$ cat src/rtl/euler_to_quaternion_core_defines.svh
// Assertion macros for the file that checks its own logic.
`ifndef EULER_TO_QUATERNION_CORE_DEFINES_SVH
`define EULER_TO_QUATERNION_CORE_DEFINES_SVH

// The condition holds whenever the trigger holds, in the same cycle.
`define E2Q_ASSERT_SAME(lbl, trig, cond, msg) \
	lbl: assert property (@(posedge clk) disable iff (!arst_n) (trig) |-> (cond)) \
		else $error(msg);

// The condition holds in the cycle after the trigger.
`define E2Q_ASSERT_NEXT(lbl, trig, cond, msg) \
	lbl: assert property (@(posedge clk) disable iff (!arst_n) (trig) |=> (cond)) \
		else $error(msg);

`endif

$ cat src/rtl/e2q_pkg.sv
`timescale 1ns / 1ps
// ----------------------------------------------------------------------------
// e2q_pkg
// Constants and constant tables of the Euler angle to quaternion pipeline.
// ----------------------------------------------------------------------------
package e2q_pkg;

	localparam int ANGLE_BITS_DEF   = 16;
	localparam int CORDIC_STEPS_DEF = 14;
	localparam int QUAT_BITS        = 16;
	// Cosine and sine travel as Q20 with two integer bits of headroom.
	localparam int CS_BITS          = 22;
	// CORDIC datapath width, Q32 with headroom for half angles up to about 4.
	localparam int CORD_BITS        = 36;
	localparam int COMB_LATENCY     = 4;
	localparam int QUAT_ONE         = 16384;

	// atan(2^-i) in Q32, rounded to nearest.
	function automatic longint atan_q32(input int i);
		real r;
		r = $atan(2.0 ** (-i)) * (2.0 ** 32);
		return longint'(r);
	endfunction

	// pi/2 in Q32, rounded to nearest.
	function automatic longint half_pi_q32();
		real r;
		r = $atan(1.0) * 2.0 * (2.0 ** 32);
		return longint'(r);
	endfunction

	// CORDIC gain over the given number of steps in Q32, truncated.
	function automatic longint gain_q32(input int steps);
		real g;
		g = 1.0;
		for (int i = 0; i < steps; i++) begin
			g = g * ((1.0 + (4.0 ** (-i))) ** (-0.5));
		end
		return longint'($floor(g * (2.0 ** 32)));
	endfunction

endpackage

$ cat src/rtl/e2q_cordic.sv
`timescale 1ns / 1ps
// ----------------------------------------------------------------------------
// e2q_cordic
// Pipelined rotation CORDIC: cosine and sine of half an angle, in Q20.
// ----------------------------------------------------------------------------
module e2q_cordic #(
	parameter int ANGLE_BITS   = e2q_pkg::ANGLE_BITS_DEF,
	parameter int CORDIC_STEPS = e2q_pkg::CORDIC_STEPS_DEF
) (
	input  logic                               clk,
	input  logic                               en,
	input  logic signed [ANGLE_BITS-1:0]       angle,
	output logic signed [e2q_pkg::CS_BITS-1:0] cos_q20,
	output logic signed [e2q_pkg::CS_BITS-1:0] sin_q20
);
	import e2q_pkg::*;

	localparam int W = CORD_BITS;
	localparam logic signed [W-1:0] HALF_PI = W'(half_pi_q32());
	localparam logic signed [W-1:0] GAIN    = W'(gain_q32(CORDIC_STEPS));
	localparam logic signed [W-1:0] RND     = W'(2048);

	logic signed [W-1:0] z_in;
	logic signed [W-1:0] x_s [0:CORDIC_STEPS];
	logic signed [W-1:0] y_s [0:CORDIC_STEPS];
	logic signed [W-1:0] z_s [0:CORDIC_STEPS];
	logic                neg_s [0:CORDIC_STEPS];
	logic signed [W-1:0] xr;
	logic signed [W-1:0] yr;

	// Q3.(ANGLE_BITS-3) radians shifted into a Q32 half angle.
	assign z_in = W'(angle) <<< (34 - ANGLE_BITS);

	// Fold half angles beyond a quarter turn back and flip the result signs.
	always_ff @(posedge clk) begin
		if (en) begin
			x_s[0] <= GAIN;
			y_s[0] <= '0;
			if (z_in > HALF_PI) begin
				z_s[0]   <= z_in - (HALF_PI <<< 1);
				neg_s[0] <= 1'b1;
			end else if (z_in < -HALF_PI) begin
				z_s[0]   <= z_in + (HALF_PI <<< 1);
				neg_s[0] <= 1'b1;
			end else begin
				z_s[0]   <= z_in;
				neg_s[0] <= 1'b0;
			end
		end
	end

	for (genvar i = 0; i < CORDIC_STEPS; i++) begin : g_step
		localparam logic signed [W-1:0] ATAN = W'(atan_q32(i));
		always_ff @(posedge clk) begin
			if (en) begin
				neg_s[i+1] <= neg_s[i];
				if (z_s[i] >= 0) begin
					x_s[i+1] <= x_s[i] - (y_s[i] >>> i);
					y_s[i+1] <= y_s[i] + (x_s[i] >>> i);
					z_s[i+1] <= z_s[i] - ATAN;
				end else begin
					x_s[i+1] <= x_s[i] + (y_s[i] >>> i);
					y_s[i+1] <= y_s[i] - (x_s[i] >>> i);
					z_s[i+1] <= z_s[i] + ATAN;
				end
			end
		end
	end

	assign xr = (x_s[CORDIC_STEPS] + RND) >>> 12;
	assign yr = (y_s[CORDIC_STEPS] + RND) >>> 12;

	always_ff @(posedge clk) begin
		if (en) begin
			cos_q20 <= neg_s[CORDIC_STEPS] ? -xr[CS_BITS-1:0] : xr[CS_BITS-1:0];
			sin_q20 <= neg_s[CORDIC_STEPS] ? -yr[CS_BITS-1:0] : yr[CS_BITS-1:0];
		end
	end

endmodule

$ cat config.mk
export PLATFORM = sky130hd
export DESIGN_NAME = e2q_cordic
export DESIGN_NICKNAME = d
export VERILOG_FILES = /design/src/rtl/euler_to_quaternion_core_defines.svh /design/src/rtl/e2q_pkg.sv /design/src/rtl/e2q_cordic.sv
export SDC_FILE = /design/constraint.sdc
export NUM_CORES = 2
export LEC_CHECK = 0
export BUFFER_PORTS_ARGS = -buffer_cell sky130_fd_sc_hd__buf_2
export CAP_MARGIN = 20
export CORE_ASPECT_RATIO = 0.6
export CORE_MARGIN = 2
export CORE_UTILIZATION = 50
export CTS_BUF_LIST = sky130_fd_sc_hd__clkbuf_8 sky130_fd_sc_hd__clkbuf_16
export DETAILED_ROUTE_END_ITERATION = 16
export GPL_ROUTABILITY_DRIVEN = 0
export HOLD_SLACK_MARGIN = 0.15
export PLACE_DENSITY = 0.76
export SYNTH_ARGS = -nofsm -noshare
export SYNTH_HDL_FRONTEND = slang
export SYNTH_SLANG_ARGS = --single-unit
$ cat constraint.sdc
create_clock -name clk -period 6.1 [get_ports clk]
set_input_delay 0.61 -clock clk [delete_from_list [all_inputs] [get_ports clk]]
set_output_delay 0.61 -clock clk [all_outputs]
set_load 0.01 [all_outputs]
==> impl_metrics.toml <==
[sta]
max_freq_mhz = 174
skew_ps = 97.8
tightest_slew_ps = 1070
hold_violations = 0
timing.final.crit_share_pct = 94.4
fin_setup_tns_ps = 0
slew_headroom_pct = 27.8
setup_viol = 0
post-route-min-period_ps = 5760
rsz0062_at_grt = "no"
slew_viol_final = 0

[job]
cap_violations = 0

[logic_synthesis]
synthTopCellsByArea = "edfxtp_1, ha_1, xnor2_1"
ys_warn_count = 0
ys_types = 95
ys.flop_type = "edfxtp_1"
syn_inst = 12216
synth_edf_count = 1341
synth_top_area_cell = "edfxtp_1"
yosysSeqAreaShare_pct = 35.0
syn_nets = 13460
syn_avg_cell_area_um2 = 9.41
yosysTopAreaCellShare_pct = 35.0
synth_area_um2 = 115000
ys_ff_latch = 1341
async_flop_share_pct = 0

[place]
numPortBuffers = 61
dpl.hpwl_um = 242000
placed_cell_area_um2 = 119000

[clock_tree]
clock-sinks = 1341
cts.path.max_buffers = 4
clk_pin_slew_ps = 60
cts_tree = "yes"
numCtsBuffers = 148
cts_root_buf = "clkbuf_16"
htreeDepth = 4
clock_latency_ps = 830
post_cts_buffers = 0

[critical_path]
cp_max_fo = 5
worstSetupPathType = "reg2reg"
crit_required_ps = 6670
crit_path_start_kind = "register"
endpoint_kind = "register"
critPathArrivalTime_ps = 6330

[die]
die_x_um = 623
ios = 62
core_area_um2 = 229000
initial_core_util_pct = 50.2
die_area_um2 = 234000
die_h_um = 375
rows = 136

[route]
wirelength_um = 309000
drt_iter0_markers = 12334
detail_route.drc_violations = 0
drtAntennaViolNets = 0
vias = 95971
firstDrtPassIters = 6
viasPerCell = 6.23
wire_per_inst_um = 20.0

[layout]
drive_above_1_share_pct = 4.54
fin_area_um2 = 124000
areaGrowthSynthToFinish_pct = 7.57
layout.nets = 13515

[global_route]
grt_pass1_vias = 85571
grt.total_usage_pct = 25.5
grt_pass1_wl_um = 486000
antenna_found_initial = 3
overflow = 0
grt_max_degree = 72

[run_status]
status = "completed"

[hold_path]
hold_path.class = "in2reg"
-- synthesized netlist by cell type (all sizes together) (21+ instances only) --
| library cell | number |
|---|---|
| a211o | 37 |
| a211oi | 124 |
| a21boi | 70 |
| ha | 1194 |
| nand2 | 712 |
| a221oi | 31 |
| and3 | 122 |
| a2111oi | 46 |
| mux2i | 67 |
| and4 | 22 |
| nor3 | 385 |
| o21ai | 702 |
| o211ai | 77 |
| nand2b | 158 |
| or4 | 42 |
| nor4 | 102 |
| nand3b | 26 |
| nand3 | 251 |
| fa | 32 |
| a31o | 31 |
| mux2 | 30 |
| clkbuf | 214 |
| a21oi | 1131 |
| a21o | 466 |
| buf | 57 |
| xnor2 | 1170 |
| edfxtp | 1341 |
| or2 | 63 |
| xor2 | 587 |
| a41oi | 21 |
| nor3b | 21 |
| a311oi | 27 |
| a31oi | 138 |
| nor2b | 124 |
| o21bai | 141 |
| or3 | 128 |
| o21a | 201 |
| nor2 | 992 |
| and2 | 71 |
| nand4 | 87 |
| o31a | 30 |
| o31ai | 142 |
| o41ai | 64 |
| inv | 482 |
-- through the flow --
stage | utilization (%) | hold slack (ps) | setup slack, ps | instances
floorplan | - | 400 | 268 | 12216
global placement | 52.0 | 401 | 475 | 15155
detailed placement | 52.0 | 405 | 455 | 15155
CTS | 54.0 | 173 | 417 | 15412
global route | 54.1 | 212 | 32.6 | 15412
finish | 54.1 | 222 | 339 | 15414
-- flip-flops by register name, summed over array words and instances (netlist names) --
signal	cells
z_s	400
sin_q20	22
x_s	427
neg_s	15
y_s	455
cos_q20	22
-- layout make-up --
type,instances,area (um2)
clock inverter,103,867
fill,20008,105000
sequential,1341,40300
antenna,2,5.00
tap,3036,3800
inverter,483,1820
timing repair buffer,176,1210
multi-input combinational,10121,71900
clock buffer,152,3800
-- critical path: stages, from the launching register on --
cell       delay, ps
edfxtp_1         450
or3_1            490
or4_1            450
or4b_1           640
nor2_1           400
a21oi_1          150
xnor2_1          150
ha_1             370
inv_1             60
nor3_1           640
o21ai_0          180
a21oi_1          380
o21ai_0          230
a21oi_1          250
o31ai_1          170
o2111ai_1        240
a21oi_1          110
xnor2_1          130
-- timing repair --
item / CTS / global route
hold buffers: 2 / 0
resized for setup: 0 / 3
hold endpoints to repair: 2 / 0
setup endpoints to repair: 0 / 4
-- cells by family after synthesis --
family,Yosys count,synth area share (%)
flip-flops,1341,35.0
adder cells (fa/ha/maj),1228,13.6
AO/OA/AOI/OAI,3690,20.6
buffers and inverters,754,2.47
AND/OR/NAND/NOR,3347,14.1
multiplexers,97,0.877
XOR/XNOR,1759,13.4
-- per-layer routing --
layer  wire length, um  share of wire, %  global-route usage (%)  up-vias
li1                  -                 -                       -    45792
met1            153000                49                    42.1    44976
met2            112000                36                    32.4     4871
met3             40400                13                    7.06      328
met4              4010               1.3                    3.81        4
met5                27            0.0087                       0        -
-- cell usage in the layout (no fill, tap or decap), types with 111 or more instances in the layout --
cell type / netlist / layout
a211oi_1: 124 / 123
a21o_1: 466 / 466
a21oi_1: 1130 / 1130
a31oi_1: 138 / 138
and3_1: 122 / 122
buf_4: 0 / 111
clkbuf_16: 0 / 152
edfxtp_1: 1341 / 1341
ha_1: 1194 / 1194
inv_1: 477 / 494
nand2_1: 712 / 706
nand2b_1: 158 / 158
nand3_1: 251 / 251
nor2_1: 992 / 992
nor2b_1: 124 / 124
nor3_1: 385 / 385
o21a_1: 201 / 201
o21ai_0: 700 / 700
o21bai_1: 141 / 141
o31ai_1: 141 / 140
or3_1: 128 / 128
xnor2_1: 1169 / 1169
xor2_1: 587 / 587
-- worst paths after layout --
path,cells after the start,slack (ps),start,endpoint
worst max-delay path,17,340,x_s[0][264],y_s[1][35]
worst max register to register,17,340,x_s[0][264],y_s[1][35]
worst min-delay path,2,220,angle[11],z_s[0][29]
worst min register to register,0,360,neg_s[6][0],neg_s[6][1]
Power is left out: the tool's default activity adds up to more than one toggle a clock period on the data nets, which glitch-free logic cannot reach.
